File: config.mk
export PLATFORM = sky130hd
export DESIGN_NAME = dna_codeword_screen_unit
export DESIGN_NICKNAME = d
export VERILOG_FILES = /design/src/sv/dcs_pkg.sv /design/src/sv/dna_codeword_screen_unit.sv
export SDC_FILE = /design/constraint.sdc
export NUM_CORES = 1
export LEC_CHECK = 0
export ABC_CLOCK_PERIOD_IN_PS = 6600
export BUFFER_PORTS_ARGS = -buffer_cell sky130_fd_sc_hd__buf_2
export CAP_MARGIN = 5
export CORE_UTILIZATION = 55
export CTS_BUF_LIST = sky130_fd_sc_hd__clkbuf_8
export CTS_CLUSTER_DIAMETER = 40
export DETAILED_ROUTE_END_ITERATION = 10
export GPL_TIMING_DRIVEN = 0
export PLACE_DENSITY_LB_ADDON = 0.3
export RECOVER_POWER = 25
export SYNTH_ARGS = -nofsm -noshare
export SYNTH_HDL_FRONTEND = slang
export SYNTH_SLANG_ARGS = --single-unit
File: constraint.sdc
create_clock -name clk -period 6.6 [get_ports clk]
set_input_delay 0.99 -clock clk [delete_from_list [all_inputs] [get_ports clk]]
set_output_delay 0.99 -clock clk [all_outputs]
set_load 0.01 [all_outputs]
File: src/sv/dcs_pkg.sv
// Shared constants and types for the DNA codeword screen.
`timescale 1ns / 1ps

package dcs_pkg;

  localparam int NUM_PARTS = 6;
  localparam int CODEWORD_W = 16;
  localparam int CODEWORD_LETTERS = CODEWORD_W / 2;
  localparam int WORD_LETTERS_DEF = 8;

  localparam int GC_COUNT_W = 5;
  localparam int STEM_W = 4;
  localparam int UNIT_W = 4;
  localparam int LIMIT_W = 5;
  localparam int CFG_DATA_W = 5;
  localparam int CFG_INDEX_W = 3;

  typedef logic [1:0] letter_t;
  typedef logic [NUM_PARTS-1:0] part_mask_t;

  localparam logic [CFG_INDEX_W-1:0] CFG_GC_LOW = 3'd0;
  localparam logic [CFG_INDEX_W-1:0] CFG_GC_HIGH = 3'd1;
  localparam logic [CFG_INDEX_W-1:0] CFG_MIN_STEM = 3'd2;
  localparam logic [CFG_INDEX_W-1:0] CFG_MAX_UNIT = 3'd3;
  localparam logic [CFG_INDEX_W-1:0] CFG_REPEAT_LIMIT = 3'd4;

  localparam logic [GC_COUNT_W-1:0] GC_LOW_RESET = 5'd3;
  localparam logic [GC_COUNT_W-1:0] GC_HIGH_RESET = 5'd5;
  localparam logic [STEM_W-1:0] MIN_STEM_RESET = 4'd3;
  localparam logic [UNIT_W-1:0] MAX_UNIT_RESET = 4'd4;
  localparam logic [LIMIT_W-1:0] REPEAT_LIMIT_RESET = 5'd4;

  // Letter codes are A=0, C=1, G=2, T=3, so the complement is the bitwise inverse.
  localparam letter_t PART_MAP [NUM_PARTS][4] = '{
    '{2'd2, 2'd1, 2'd0, 2'd3},
    '{2'd2, 2'd3, 2'd1, 2'd0},
    '{2'd0, 2'd2, 2'd1, 2'd3},
    '{2'd2, 2'd0, 2'd3, 2'd1},
    '{2'd0, 2'd2, 2'd3, 2'd1},
    '{2'd0, 2'd3, 2'd2, 2'd1}
  };

endpackage

File: src/sv/dna_codeword_screen_unit.sv
// Top level of the DNA codeword screen: input register, screening logic, result register.
//
//   channel | signals                                    | transfer when
//   --------+--------------------------------------------+----------------------
//   in      | in_valid, in_stall, codeword               | in_valid & !in_stall
//   out     | out_valid, out_stall, gc_reject_mask,      | out_valid & !out_stall
//           | hairpin_reject_mask, repeat_reject,        |
//           | reject_mask                                |
//   cfg     | cfg_we, cfg_index, cfg_data                | cfg_we
//
// One codeword per cycle unless stalled; a result passes input and result registers.
// The screen is one pass of comparator trees between the input and result registers.
// Reset clears both valid flags and loads the register defaults.
// A stalled result holds; an empty input register still takes one more codeword behind it.
`timescale 1ns / 1ps

module dna_codeword_screen_unit #(
  parameter int WORD_LETTERS = dcs_pkg::WORD_LETTERS_DEF
) (
  input  logic clk,
  input  logic rst,
  input  logic in_valid,
  output logic in_stall,
  input  logic [dcs_pkg::CODEWORD_W-1:0] codeword,
  output logic out_valid,
  input  logic out_stall,
  output dcs_pkg::part_mask_t gc_reject_mask,
  output dcs_pkg::part_mask_t hairpin_reject_mask,
  output logic repeat_reject,
  output dcs_pkg::part_mask_t reject_mask,
  input  logic cfg_we,
  input  logic [dcs_pkg::CFG_INDEX_W-1:0] cfg_index,
  input  logic [dcs_pkg::CFG_DATA_W-1:0] cfg_data
);

  localparam int NP = dcs_pkg::NUM_PARTS;
  localparam int CNT_W = $clog2(WORD_LETTERS + 1);
  localparam int HALF_LETTERS = WORD_LETTERS / 2;

  logic [dcs_pkg::GC_COUNT_W-1:0] gc_low_count;
  logic [dcs_pkg::GC_COUNT_W-1:0] gc_high_count;
  logic [dcs_pkg::STEM_W-1:0] min_stem;
  logic [dcs_pkg::UNIT_W-1:0] max_repeat_unit;
  logic [dcs_pkg::LIMIT_W-1:0] repeat_limit;

  logic s1_valid;
  logic [dcs_pkg::CODEWORD_W-1:0] s1_codeword;
  logic advance;

  dcs_pkg::letter_t digits [WORD_LETTERS];
  dcs_pkg::letter_t letters [NP][WORD_LETTERS];
  logic [CNT_W-1:0] gc_count [NP];
  dcs_pkg::part_mask_t gc_next;
  dcs_pkg::part_mask_t hp_next;
  logic rep_next;
  logic blk_eq [WORD_LETTERS+1][WORD_LETTERS];

  always_ff @(posedge clk) begin
    if (rst) begin
      gc_low_count <= dcs_pkg::GC_LOW_RESET;
      gc_high_count <= dcs_pkg::GC_HIGH_RESET;
      min_stem <= dcs_pkg::MIN_STEM_RESET;
      max_repeat_unit <= dcs_pkg::MAX_UNIT_RESET;
      repeat_limit <= dcs_pkg::REPEAT_LIMIT_RESET;
    end else if (cfg_we) begin
      unique case (cfg_index)
        dcs_pkg::CFG_GC_LOW: gc_low_count <= cfg_data;
        dcs_pkg::CFG_GC_HIGH: gc_high_count <= cfg_data;
        dcs_pkg::CFG_MIN_STEM: min_stem <= cfg_data[dcs_pkg::STEM_W-1:0];
        dcs_pkg::CFG_MAX_UNIT: max_repeat_unit <= cfg_data[dcs_pkg::UNIT_W-1:0];
        dcs_pkg::CFG_REPEAT_LIMIT: repeat_limit <= cfg_data;
        default: ;
      endcase
    end
  end

  assign advance = !out_valid || !out_stall;
  assign in_stall = s1_valid && !advance;

  always_ff @(posedge clk) begin
    if (rst) begin
      s1_valid <= 1'b0;
    end else if (!in_stall) begin
      s1_valid <= in_valid;
    end
  end

  always_ff @(posedge clk) begin
    if (in_valid && !in_stall) begin
      s1_codeword <= codeword;
    end
  end

  // Letters past the codeword read as digit zero.
  for (genvar j = 0; j < WORD_LETTERS; j++) begin : g_digit
    if (j < dcs_pkg::CODEWORD_LETTERS) begin : g_in
      assign digits[j] = s1_codeword[2*j +: 2];
    end else begin : g_pad
      assign digits[j] = 2'd0;
    end
  end

  always_comb begin
    for (int p = 0; p < NP; p++) begin
      gc_count[p] = '0;
      for (int j = 0; j < WORD_LETTERS; j++) begin
        letters[p][j] = dcs_pkg::PART_MAP[p][digits[j]];
        gc_count[p] = gc_count[p] + CNT_W'(letters[p][j][1] ^ letters[p][j][0]);
      end
      gc_next[p] = (dcs_pkg::GC_COUNT_W'(gc_count[p]) < gc_low_count) ||
                   (dcs_pkg::GC_COUNT_W'(gc_count[p]) > gc_high_count);
    end
  end

  // A stem of size s at start l and gap d matches when each stem letter is the
  // complement of its mirror letter across the gap.
  always_comb begin
    logic eq;
    eq = 1'b0;
    for (int p = 0; p < NP; p++) begin
      hp_next[p] = (min_stem == '0);
      for (int s = 1; s <= HALF_LETTERS; s++) begin
        for (int d = 1; d <= WORD_LETTERS - 2 * s; d++) begin
          for (int l = 0; l <= WORD_LETTERS - d - 2 * s; l++) begin
            eq = 1'b1;
            for (int i = 0; i < s; i++) begin
              if (letters[p][l+s-1-i] != ~letters[p][l+s+d+i]) begin
                eq = 1'b0;
              end
            end
            if (eq && (s >= int'(min_stem))) begin
              hp_next[p] = 1'b1;
            end
          end
        end
      end
    end
  end

  // A run of m equal aligned blocks of r letters is m*r letters long.
  always_comb begin
    logic win;
    logic long_enough;
    win = 1'b0;
    long_enough = 1'b0;
    rep_next = 1'b0;
    for (int r = 1; r <= WORD_LETTERS; r++) begin
      for (int b = 0; b < WORD_LETTERS; b++) begin
        blk_eq[r][b] = 1'b0;
        if (b >= 1 && (b + 1) * r <= WORD_LETTERS) begin
          blk_eq[r][b] = 1'b1;
          for (int i = 0; i < r; i++) begin
            if (digits[b*r+i] != digits[(b-1)*r+i]) begin
              blk_eq[r][b] = 1'b0;
            end
          end
        end
      end
    end
    for (int r = 0; r <= WORD_LETTERS; r++) begin
      for (int b = 0; b < WORD_LETTERS; b++) begin
        if (r == 0) begin
          blk_eq[r][b] = 1'b0;
        end
      end
    end
    for (int r = 1; r <= WORD_LETTERS; r++) begin
      if (r <= int'(max_repeat_unit)) begin
        for (int m = 1; m * r <= WORD_LETTERS; m++) begin
          if (r == 1) begin
            long_enough = (m >= int'(repeat_limit));
          end else begin
            long_enough = (m * r > int'(repeat_limit));
          end
          for (int b = 0; (b + m) * r <= WORD_LETTERS; b++) begin
            win = 1'b1;
            for (int k = 1; k < m; k++) begin
              if (!blk_eq[r][b+k]) begin
                win = 1'b0;
              end
            end
            if (win && long_enough) begin
              rep_next = 1'b1;
            end
          end
        end
      end
    end
  end

  always_ff @(posedge clk) begin
    if (rst) begin
      out_valid <= 1'b0;
    end else if (advance) begin
      out_valid <= s1_valid;
    end
  end

  always_ff @(posedge clk) begin
    if (advance && s1_valid) begin
      gc_reject_mask <= gc_next;
      hairpin_reject_mask <= hp_next;
      repeat_reject <= rep_next;
      reject_mask <= gc_next | hp_next | {NP{rep_next}};
    end
  end

endmodule

## Word level (Yosys, flattened, before mapping)

Cells that the tools add are included.

| storage, ports and cells | value |
|---|---|
| memory bits (writable) | 0 |
| ROM bits | 0 |
| bits of input ports | 29 |
| output and inout bits | 21 |
| flip-flop bits (word level) | 60 |
| word-level logic and storage cells | 1314 |
| bits in latches | 0 |
| memories | 0 |

| operators by class | value |
|---|---|
| divide/modulo/power cells | 0 |
| order comparisons | 46 |
| bitwise gates (word level) | 94 |
| add/subtract/negate cells | 42 |
| multiplexer cells | 709 |
| shifts and indexed selects | 0 |
| $mul | 0 |
| eq/ne operators | 150 |
| reduce and logical (&&, ||, !) cells | 261 |

Operator list:

| operator | number |
|---|---|
| $mux W1 | 565 |
| $ne A2 B2 Y1 | 146 |
| $logic_and A1 B1 Y1 | 243 |
| $bmux W2 S2 | 48 |
| $mux W2 | 96 |
| $add A4 B1 Y4 | 24 |
| $not A2 Y2 | 36 |
| $xor A1 B1 Y1 | 48 |
| $gt A4 B5 Y1 | 6 |
| $lt A4 B5 Y1 | 6 |
| $add A3 B1 Y4 | 6 |
| $ge A3 B3 Y1 const B | 8 |
| $not A2 Y3 | 8 |
| $ge A3 B5 Y1 const A | 4 |
| $gt A3 B5 Y1 const A | 4 |
| $add A2 B1 Y3 | 6 |
| $le A3 B4 Y1 const A | 4 |
| $add A1 B1 Y2 | 6 |
| $or A6 B6 Y6 | 2 |
| $ge A2 B5 Y1 const A | 2 |
| $gt A2 B5 Y1 const A | 2 |
| $reduce_and A2 Y1 | 5 |
| $ge A2 B4 Y1 const A | 2 |
| $le A2 B4 Y1 const A | 2 |
| 13 further kinds | 23 |

## Logic depth before layout (Yosys ltp)

Gate-level depths: netlist of run 1.

| depth | value |
|---|---|
| word-level depth | 56 |
| mapped depth | 19 |
| depth with buffers taken out | 17 |

## Worst setup path after synthesis of run 1

Ideal clock, no wire load.

| path | value |
|---|---|
| path kind | register to register |
| from | register s1_codeword[7] in the netlist's numbering |
| to | register reject_mask[0], data pin |
| required time | 6.334 ns |
| period minus slack after synthesis | 5.479 ns |
| arrival time | 5.214 ns |
| setup slack | 1.121 ns |
| path buffers | 2 |
| stages on the path, launching flop included | 20 |
| cells stage by stage | edfxtp_1 > buf_6 > inv_1 > ha_1 > clkbuf_1 > xnor2_1 > inv_1 > fa_1 > inv_1 > fa_1 > fa_1 > ha_1 > fa_1 > xor2_1 > ha_1 > a21oi_1 > o22ai_1 > o21ai_0 > or3b_2 > or3b_1 |

| on the way | value |
|---|---|
| elaborated cells between the ends (all ways) | 213 |
| classes of those cells | 5 x add/sub; 2 x order compare; 11 x eq/ne; 153 x mux; 5 x bitwise; 37 x reduce/logical |

RTL lines:

| element | RTL line | source |
|---|---|---|
| start, declared | dna_codeword_screen_unit.sv:47 | `logic [dcs_pkg::CODEWORD_W-1:0] s1_codeword;` |
| start signal, assigned | dna_codeword_screen_unit.sv:90 | `s1_codeword <= codeword;` |
| $not A2 Y3 (implied by the code) (*) | dna_codeword_screen_unit.sv:107 | `letters[p][j] = dcs_pkg::PART_MAP[p][digits[j]];` |
| $bmux W2 S2 (*) | dna_codeword_screen_unit.sv:107 |  |
| $mux W2 (implied by the code) (*) (2 in series) | dna_codeword_screen_unit.sv:107 |  |
| $xor A1 B1 Y1 (*) | dna_codeword_screen_unit.sv:108 | `gc_count[p] = gc_count[p] + CNT_W'(letters[p][j][1] ^ letters[p][j][0]);` |
| $add A3 B1 Y4 (*) | dna_codeword_screen_unit.sv:108 |  |
| $add A4 B1 Y4 (*) (4 in series) | dna_codeword_screen_unit.sv:108 |  |
| $lt A4 B5 Y1 / $gt A4 B5 Y1 (equally long branches) | dna_codeword_screen_unit.sv:110, dna_codeword_screen_unit.sv:111 |  |
| $logic_or A1 B1 Y1 (*) | dna_codeword_screen_unit.sv:110 | `gc_next[p] = (dcs_pkg::GC_COUNT_W'(gc_count[p]) < gc_low_count) \|\|` |
| via gc_next[0] | dna_codeword_screen_unit.sv:53 | `dcs_pkg::part_mask_t gc_next;` |
| $or A6 B6 Y6 (*) (2 in series) | dna_codeword_screen_unit.sv:204 | `reject_mask <= gc_next \| hp_next \| {NP{rep_next}};` |
| end signal, assigned | dna_codeword_screen_unit.sv:204 |  |
| end, declared | dna_codeword_screen_unit.sv:30 | `output dcs_pkg::part_mask_t reject_mask,` |

Mark *: on every way through the listed nets, which the timed path passes. The rest lies on a longest branch. The select of a mux whose other input is x is not followed.
A chain may end at the register's enable or synchronous reset.

## Worst setup path in the final report of run 1

Same ends and word-level chain as after synthesis.

==> results.sh, run 1 <==
export IMPL_grt_max_degree=19
export IMPL_final_cell_count_no_fill=971
export IMPL_worst_pin_slew_ns=1.076
export IMPL_cts_root_buf="clkbuf_8"
export IMPL_min_path_type="flip-flop to flip-flop"
export IMPL_r2r_start="s1_codeword[7]"
export IMPL_antenna_left=0
export IMPL_globalplace_congestion=0.9773
export IMPL_cap_violations=0
export IMPL_worstSkewPairLatency_ns=0.36
export IMPL_synth_main_ff_cell="edfxtp_1"
export IMPL_synth_area_sq_um=6733
export IMPL_worstHoldEndpoint="out_valid"
export IMPL_vias=6086
export IMPL_core_area_sq_um=11960
export IMPL_critPathKind="flip-flop to flip-flop"
export IMPL_synth_avg_cell_area_sq_um=8.870
export IMPL_finalSetupViolCount=0
export IMPL_seq_area_frac_synth=0.2260
export IMPL_cts_made_buffers=9
export IMPL_status="finished clean"
export IMPL_p_per_area_nw_per_um2=325.7
export IMPL_syn_nets=889
export IMPL_synth_edf_count=34
export IMPL_clock_fmax_mhz=159.4
export IMPL_netlist_instances=759
export IMPL_vdd_drop_max_mv=0.2061
export IMPL_worstReg2RegEnd="reject_mask[0]"
export IMPL_antenna_cells=0
export IMPL_dieWidth_microns=112.6
export IMPL_rows=40
export IMPL_layout_cells_most_common="nor2_1"
export IMPL_setup_tns_ns=0
export IMPL_track_usage=0.3297
export IMPL_slew_violations=0
export IMPL_routedWlPerCell_microns=20.60
export IMPL_worstSetupEndpointType="flip-flop"
export IMPL_yosys_warnings=0
export IMPL_holdPathStages=2
export IMPL_cts_max_path_buffers=2
export IMPL_clock_skew_ns=0.01021
export IMPL_period_minus_slack_ns=6.274
export IMPL_grt_pass1_wl_mm=31.94
export IMPL_reg2regPathDepth=19
export IMPL_critPathArrivalTime_ns=6.38
export IMPL_post_route_period_util=0.9506
export IMPL_syn_to_final_growth_pct=9.255
export IMPL_grt_pass1_vias=6243
export IMPL_initial_core_util=0.5629
export IMPL_hpwl_mm=16.03
export IMPL_drt_iter0_markers=484
export IMPL_final_cell_mix="88 x nor2_1, 77 x ha_1, 67 x xnor2_1, 67 x inv_1, 55 x xor2_1"
export IMPL_cts_tree="done"
export IMPL_final_util=0.6150
export IMPL_finalHoldViolCount=0
export IMPL_grt_remaining_overflow=0
export IMPL_synth_distinct_cells=60
export IMPL_clkSinkCount=59
export IMPL_cts_setup_buffers=0
export IMPL_rsz0062_at_grt="false"
export IMPL_fin_hold_ws_ns=0.5001
export IMPL_path_clk_slew_ns=0.06
export IMPL_drc_errors=0
export IMPL_r2r_setup_slack_ns=0.33
export IMPL_power_leakage_uw=0.003165
export IMPL_min_delay_start="s1_valid"
export IMPL_maxSlewHeadroom=0.2823
export IMPL_finalNetCount=949
export IMPL_synth_seq_cells=59
export IMPL_post_cts_resize_count=0
export IMPL_synth_async_reset_ratio=0
export IMPL_start_kind="flip-flop"
export IMPL_dr_pass1_iters=7
export IMPL_vias_per_cell=6.268
export IMPL_cp_required_ns=6.70
export IMPL_drive_above_1_share=0.1056
export IMPL_place_inst=955
export IMPL_h_tree_depth=3
export IMPL_antenna_found_initial=0
export IMPL_critPathMaxFanout=10
export IMPL_io_pins=50
export IMPL_die_y_microns=112.6
export IMPL_ctsHoldBuffers=0
export IMPL_drt_wl_total_mm=20.00
export IMPL_io_buffers=48
export IMPL_dieArea_sq_um=12690
==> worst max-delay path by stage <==
stage | from | to
5_1_grt | s1_codeword[7] | reject_mask[0]
3_3_place_gp | s1_codeword[7] | reject_mask[0]
3_5_place_dp | s1_codeword[7] | reject_mask[0]
6_report | s1_codeword[7] | reject_mask[0]
4_1_cts | s1_codeword[7] | reject_mask[0]
2_1_floorplan | s1_codeword[7] | reject_mask[0]
==> final cells by class <==
cell class / count / area (sq um)
buffer: 35 / 209.0
tap: 147 / 183.9
inverter: 64 / 240.2
fill: 1041 / 4606
clock inverter: 6 / 51.30
timing repair buffer: 49 / 241.5
clock buffer: 10 / 137.6
multi-input combinational: 601 / 4771
sequential: 59 / 1521
==> stage by stage <==
step | total power [uW] | setup slack [ns] | instance area, sq um
floorplan | 1645 | 1.121 | 6733
global placement | 1941 | 0.5437 | 7157
detailed placement | 2051 | 0.3736 | 7176
CTS | 2379 | 0.3619 | 7365
global route | 2625 | 0.05064 | 7356
finish | 2396 | 0.3262 | 7356
==> synthesized netlist by cell type (all sizes together) (7+ instances only) <==
library cell,count,share of area
nor3,15,0.011
nor2,88,0.049
clkbuf,16,0.0089
mux2i,11,0.016
nand2,29,0.016
ha,77,0.14
edfxtp,34,0.15
o21ai,21,0.016
nand3,13,0.0097
inv,64,0.036
xor2,55,0.072
o22ai,21,0.020
a21oi,25,0.019
buf,19,0.022
a31oi,10,0.0093
a211o,10,0.013
a41oi,10,0.013
o21a,7,0.0078
nor2b,18,0.017
dfxtp,25,0.074
nor4,14,0.013
fa,24,0.071
xnor2,68,0.090
==> where the power goes <==
group / total (uW) / switching [uW] / internal (uW)
Clock: 322 / 143 / 179
Sequential: 485 / 16.9 / 468
Combinational: 1590 / 891 / 697
Total: 2400 / 1050 / 1340
==> state kept, by name, summed over array words and instances (netlist names) <==
signal / flops
max_repeat_unit: 4
s1_valid: 1
repeat_reject: 1
min_stem: 4
gc_reject_mask: 6
s1_codeword: 16
reject_mask: 6
hairpin_reject_mask: 5
gc_low_count: 5
gc_high_count: 5
out_valid: 1
repeat_limit: 5
==> cells by family (layout without fill, tap and decap cells) <==
family | after synthesis | count (layout) | share of synthesized area
AO/OA/AOI/OAI | 156 | 156 | 0.1634
XOR/XNOR | 123 | 123 | 0.1611
adder cells (fa/ha/maj) | 101 | 101 | 0.2145
buffers and inverters | 99 | 164 | 0.06671
flip-flops | 59 | 59 | 0.2260
multiplexers | 11 | 11 | 0.01635
AND/OR/NAND/NOR | 210 | 210 | 0.1520
==> layer usage <==
| layer | track usage | wire, microns | vias up |
|---|---|---|---|
| met1 | 0.4088 | 8349 | 2914 |
| met4 | 0.1342 | 694 | 0 |
| met5 | 0 | 0 | - |
| met2 | 0.5535 | 9245 | 301 |
| met3 | 0.07559 | 1713 | 61 |
| li1 | - | - | 2810 |
==> critical path, cell delays in order, from the launching register on <==
cell	delay, ns
edfxtp_1	0.48
buf_6	0.22
inv_1	0.08
ha_1	0.33
clkbuf_1	0.55
xnor2_1	0.24
inv_1	0.09
fa_1	0.48
inv_1	0.05
fa_1	0.50
fa_1	0.50
ha_1	0.24
fa_1	0.38
xor2_1	0.23
ha_1	0.30
a21oi_1	0.15
o22ai_1	0.08
o21ai_0	0.17
or3b_2	0.54
or3b_1	0.37
(Power assumes the default switching activity.)
==> inputs of run 2 (changes only) <==
ABC_AREA = 1   (was unset)
==> run 2 against run 1 <==
Wire length increased by 6.0%; register-to-register slack improved by 0.99 ns; synthesized area increased by 11%; synthesized cell count increased by 44%; largest cell class unchanged.
==> results.sh, run 2 <==
export IMPL_cpLargestDelayFamily="adder cells"
export IMPL_vias=7265
export IMPL_slowest_stage="fa_1"
export IMPL_worstSetupEndpointType="flip-flop"
export IMPL_yosysTopAreaCellShare=0.1603
export IMPL_combPwrFrac=0.666
export IMPL_h_tree_depth=3
export IMPL_core_area_sq_um=13240
export IMPL_yosysMostFrequentCell="nand2_1"
export IMPL_grt_max_degree=19
export IMPL_routedWlPerCell_microns=15.93
export IMPL_synth_seq_cells=59
export IMPL_dr_pass1_iters=6
export IMPL_grt_pass1_vias=6769
export IMPL_max_stage_delay_ns=0.53
export IMPL_finalNetCount=1280
export IMPL_synth_common_cells="319 x nand2_1, 148 x nor2_1, 136 x inv_1, 77 x ha_1, 57 x o21ai_0"
export IMPL_initial_core_util=0.5642
export IMPL_grt_pass1_wl_mm=34.13
export IMPL_clock_skew_ns=0.009565
export IMPL_cts_max_path_buffers=2
export IMPL_ctsHoldBuffers=0
export IMPL_fin_hold_ws_ns=0.4950
export IMPL_cts_made_buffers=9
export IMPL_worst_pin_slew_ns=0.9830
export IMPL_track_usage=0.3147
export IMPL_vias_per_cell=5.458
export IMPL_drt_wl_total_mm=21.20
export IMPL_layout_cells_most_common="nand2_1"
export IMPL_cts_root_buf="clkbuf_8"
export IMPL_cts_tree="done"
export IMPL_seqPwrFrac=0.200
export IMPL_clock_fmax_mhz=189.3
export IMPL_rows=42
export IMPL_dieArea_sq_um=14050
export IMPL_seq_area_frac_synth=0.2037
export IMPL_p_sw_frac=0.4668
export IMPL_synth_avg_cell_area_sq_um=6.854
export IMPL_final_cell_mix="319 x nand2_1, 148 x nor2_1, 137 x inv_1"
export IMPL_antenna_left=0
export IMPL_crit_top_cell="fa_1"
export IMPL_synth_distinct_cells=36
export IMPL_slew_violations=0
export IMPL_drt_iter0_markers=747
export IMPL_netlist_instances=1090
export IMPL_cts_setup_buffers=0
export IMPL_largest_register_ffs=16
export IMPL_p_per_area_nw_per_um2=294.6
export IMPL_min_path_type="flip-flop to flip-flop"
export IMPL_p_int_uw=1275
export IMPL_rsz0062_at_grt="false"
export IMPL_antenna_found_initial=0
export IMPL_setup_tns_ns=0
export IMPL_post_route_period_util=0.8006
export IMPL_cp_num_buf_inv=4
export IMPL_drive_above_1_share=0.09697
export IMPL_num_fill_cells=1293
export IMPL_top_regs="s1_codeword: 16 flops, gc_reject_mask: 6 flops, reject_mask: 6 flops"
export IMPL_netSwitchingPower_uw=1117
export IMPL_critPathMaxFanout=10
export IMPL_synth_edf_count=34
export IMPL_worstSkewPairLatency_ns=0.37
export IMPL_critPathArrivalTime_ns=5.40
export IMPL_p_clk_frac=0.133
export IMPL_syn_to_final_growth_pct=8.675
export IMPL_synth_top_cell_by_area="nand2_1"
export IMPL_finalHoldViolCount=0
export IMPL_power_leakage_uw=0.004173
export IMPL_period_minus_slack_ns=5.284
export IMPL_largest_register="s1_codeword"
export IMPL_synth_area_sq_um=7471
export IMPL_place_inst=1315
export IMPL_post_cts_resize_count=0
export IMPL_io_buffers=49
export IMPL_maxSlewHeadroom=0.3396
export IMPL_synthTopCellsByArea="nand2_1 16%, edfxtp_1 14%, ha_1 13%, nor2_1 7.4%, inv_1 6.8%"
export IMPL_cp_required_ns=6.71
export IMPL_path_clk_slew_ns=0.07
export IMPL_start_kind="flip-flop"
export IMPL_path_cells="buf_6, inv_2, ha_1, buf_2, xnor2_1, inv_1, fa_1, fa_1, fa_1, ha_1, fa_1, ha_1, a21oi_1, o21ai_0, a31oi_1, o21ai_0, nor2_1, nand2_1"
export IMPL_cap_violations=0
export IMPL_hpwl_mm=16.79
export IMPL_synth_async_reset_ratio=0
export IMPL_dieWidth_microns=118.6
export IMPL_globalplace_congestion=0.9885
export IMPL_die_y_microns=118.6
export IMPL_synth_main_ff_cell="edfxtp_1"
export IMPL_clkSinkCount=59
export IMPL_critPathKind="flip-flop to flip-flop"
export IMPL_io_pins=50
export IMPL_antenna_cells=0
export IMPL_drc_errors=0
export IMPL_syn_nets=1220
export IMPL_status="finished clean"
export IMPL_yosys_warnings=0
export IMPL_grt_remaining_overflow=0
export IMPL_finalSetupViolCount=0
export IMPL_final_cell_count_no_fill=1331
export IMPL_vdd_drop_max_mv=0.1508
-- run 2: changes by cell type after synthesis, sizes merged, moves of 12 or more --
| cell | before | now |
|---|---|---|
| nor2 | 88 | 153 |
| nand4 | 4 | 17 |
| o22ai | 21 | 4 |
| nand2 | 29 | 324 |
| xnor2 | 68 | 51 |
| nor2b | 18 | 0 |
| nor4 | 14 | 2 |
| xor2 | 55 | 39 |
| inv | 64 | 141 |
| nand3 | 13 | 46 |
| clkbuf | 16 | 2 |
| o21ai | 21 | 60 |
-- run 2: final cells by class --
type                       count  area, sq um  area share
inverter                     141        529.3     0.06519
clock inverter                 7        60.06    0.007397
timing repair buffer          49        240.2     0.02959
multi-input combinational    862         5184      0.6385
sequential                    59         1521      0.1874
clock buffer                   9        123.9     0.01526
buffer                        28        240.2     0.02959
tap                          176        220.2     0.02712
-- run 2: worst register-to-register path: cells and delay by family, from the launching register on --
kind                     cells  cell delay [ns]
AO/OA/AOI/OAI                4             0.50
XOR/XNOR                     1             0.27
AND/OR/NAND/NOR              2             0.18
adder cells (fa/ha/maj)      7             2.88
flip-flops                   1             0.51
buffers and inverters        4             0.67
-- run 2: through the flow --
step	setup WS [ns]	instance area [sq um]	utilization	total power (uW)
2_1_floorplan	1.852	7471	-	1663
3_3_place_gp	1.352	7936	0.5993	1983
3_5_place_dp	1.353	7940	0.5996	2046
4_1_cts	1.344	8124	0.6135	2376
5_1_grt	1.013	8119	0.6131	2654
6_report	1.316	8119	0.6131	2392
-- run 2: layer usage --
metal,GRT usage,wire length (microns)
met1,0.4130,9090
met2,0.4887,9338
met3,0.07143,1936
met4,0.1495,837
met5,0,0
-- run 2: final timing paths --
check | start | depth (start not counted) | slack, ns | endpoint
worst max register to register | s1_codeword[3] | 18 | 1.32 | reject_mask[4]
worst min register to register | min_stem[1] | 2 | 0.50 | min_stem[1]
worst min-delay path | min_stem[1] | 2 | 0.50 | min_stem[1]
worst max-delay path | s1_codeword[3] | 18 | 1.32 | reject_mask[4]
-- run 2: logic make-up (layout without fill, tap and decap cells) --
kind of cell / after synthesis / in the layout / share of synthesized area
AO/OA/AOI/OAI: 111 / 111 / 0.08139
XOR/XNOR: 90 / 90 / 0.1130
adder cells (fa/ha/maj): 101 / 101 / 0.1933
buffers and inverters: 169 / 234 / 0.1030
flip-flops: 59 / 59 / 0.2037
AND/OR/NAND/NOR: 560 / 560 / 0.3056
-- run 2: power groups by stage --
stage | combinational [uW] | sequential, uW | clock, uW
5_1_grt | 1830 | 482 | 339
3_5_place_dp | 1560 | 487 | 0
2_1_floorplan | 1160 | 501 | 0
6_report | 1590 | 479 | 319
4_1_cts | 1570 | 479 | 324
3_3_place_gp | 1500 | 486 | 0
==> inputs of run 3 (changes only) <==
ABC_AREA = 0   (was 1)
ABC_CLOCK_PERIOD_IN_PS = 4300   (was 6600)
clock period = 4.3 ns   (was 6.6 ns; I/O delays follow)
==> run 3 against run 2 <==
The run now ends with setup timing left; final cell count fell by 24%; sequential power grew 55%; hold slack worse by 0.030 ns; via count fell by 14%; count of clock-buffer cells in the layout stayed put; sequential share of layout area hardly changed; largest cell class unchanged; highest routed layer unchanged.
==> results.sh, run 3 (synthesis results as in run 1) <==
export IMPL_clock_fmax_mhz=194.1
export IMPL_top_regs="s1_codeword: 16 flops, gc_reject_mask: 6 flops, reject_mask: 6 flops"
export IMPL_grt_pass1_vias=6212
export IMPL_post_route_period_util=1.198
export IMPL_drive_above_1_share=0.2102
export IMPL_layout_cells_most_common="nor2_1"
export IMPL_vias=6270
export IMPL_grt_pass1_wl_mm=32.62
export IMPL_cap_violations=0
export IMPL_dieArea_sq_um=12690
export IMPL_globalplace_congestion=1.021
export IMPL_drc_errors=0
export IMPL_io_buffers=48
export IMPL_final_util=0.6772
export IMPL_vias_per_cell=6.220
export IMPL_cp_required_ns=4.40
export IMPL_grt_remaining_overflow=0
export IMPL_drt_iter0_markers=521
export IMPL_min_path_type="primary input to flip-flop"
export IMPL_worst_pin_slew_ns=1.082
export IMPL_dr_pass1_iters=5
export IMPL_final_cell_mix="87 x nor2_1, 65 x xnor2_1, 62 x ha_1"
export IMPL_critPathArrivalTime_ns=5.25
export IMPL_hpwl_mm=15.83
export IMPL_worstSkewPairLatency_ns=0.35
export IMPL_critPathKind="flip-flop to flip-flop"
export IMPL_track_usage=0.3387
export IMPL_start_kind="flip-flop"
export IMPL_cts_tree="done"
export IMPL_finalHoldViolCount=0
export IMPL_routedWlPerCell_microns=20.64
export IMPL_slew_violations=0
export IMPL_ctsHoldBuffers=0
export IMPL_cts_root_buf="clkbuf_8"
export IMPL_worstSetupEndpointType="flip-flop"
export IMPL_cts_made_buffers=9
export IMPL_antenna_left=0
export IMPL_die_y_microns=112.6
export IMPL_cts_max_path_buffers=2
export IMPL_pre_cts_ws_ns=-1.062
export IMPL_clock_skew_ns=0.007093
export IMPL_io_pins=50
export IMPL_dieWidth_microns=112.6
export IMPL_antenna_cells=0
export IMPL_syn_to_final_growth_pct=20.31
export IMPL_vdd_drop_max_mv=0.2807
export IMPL_power_leakage_uw=0.003423
export IMPL_core_area_sq_um=11960
export IMPL_num_fill_cells=900
export IMPL_largest_register_ffs=16
export IMPL_maxSlewHeadroom=0.2788
export IMPL_clkSinkCount=59
export IMPL_p_per_area_nw_per_um2=517.4
export IMPL_violations="setup timing"
export IMPL_status="finished with violations"
export IMPL_setup_ws_ns=-0.8510
export IMPL_setup_tns_ns=-6.665
export IMPL_initial_core_util=0.5629
export IMPL_path_clk_slew_ns=0.06
export IMPL_finalSetupViolCount=11
export IMPL_largest_register="s1_codeword"
export IMPL_drt_wl_total_mm=20.81
export IMPL_critPathMaxFanout=3
export IMPL_grt_max_degree=19
export IMPL_rsz0062_at_grt="true"
export IMPL_rows=40
export IMPL_h_tree_depth=3
export IMPL_period_minus_slack_ns=5.151
export IMPL_antenna_found_initial=0
export IMPL_finalNetCount=986
## run 3: worst max-delay path: stages (launching register included)
cell       delay (ns)
edfxtp_1         0.43
buf_8            0.16
inv_6            0.05
ha_4             0.20
clkbuf_16        0.15
xnor2_4          0.16
inv_2            0.05
fa_1             0.50
inv_2            0.04
fa_1             0.50
fa_1             0.44
ha_2             0.21
fa_2             0.35
xor2_2           0.17
buf_4            0.15
ha_1             0.28
o21ai_0          0.10
nand2b_1         0.12
a21oi_2          0.06
or3b_4           0.40
or3b_1           0.36
## run 3: worst paths after layout
check	startpoint	to	slack [ns]	depth (start not counted)
worst max-delay path	s1_codeword[6]	reject_mask[0]	-0.85	20
worst min register to register	s1_valid	out_valid	0.51	2
worst min-delay path	codeword[13]	s1_codeword[13]	0.46	1
worst max register to register	s1_codeword[6]	reject_mask[0]	-0.85	20
## run 3: area by class of cell
cell class,instances,area [sq um],area share
Buffer,35,324.1,0.04001
Clock buffer,9,123.9,0.01529
Inverter,64,270.3,0.03336
Sequential cell,59,1521,0.1878
Multi-Input combinational cell,601,5096,0.6291
Timing Repair Buffer,86,550.5,0.06796
Clock inverter,7,30.03,0.003707
Tap cell,147,183.9,0.02271
## run 3: power by group
part | internal (uW) | switching [uW]
Combinational | 1460 | 1570
Clock | 197 | 217
Sequential | 718 | 25.4
## run 3: stage by stage
step / power [uW] / instance area [sq um] / instances / hold WS (ns)
after floorplan: 2575 / 6900 / 759 / 0.4440
after global placement: 3037 / 7325 / 954 / 0.4574
after CTS: 3834 / 7869 / 999 / 0.4627
final: 4191 / 8100 / 1008 / 0.4648
after detailed placement: 3184 / 7343 / 955 / 0.4821
after global routing: 4555 / 8100 / 1008 / 0.4496
## run 3: metal layers
layer	GRT usage	wire, microns	vias to the layer above
met5	0	0	-
met4	0.1458	732	0
met3	0.07397	1889	63
met2	0.5551	9664	334
met1	0.4304	8524	2985
li1	-	-	2888
## run 3: repair_timing
action,in CTS,in global routing
resized for setup,39,37
cloned,0,0
setup endpoints to repair,12,12
pin swaps,34,27
buffers inserted,28,9
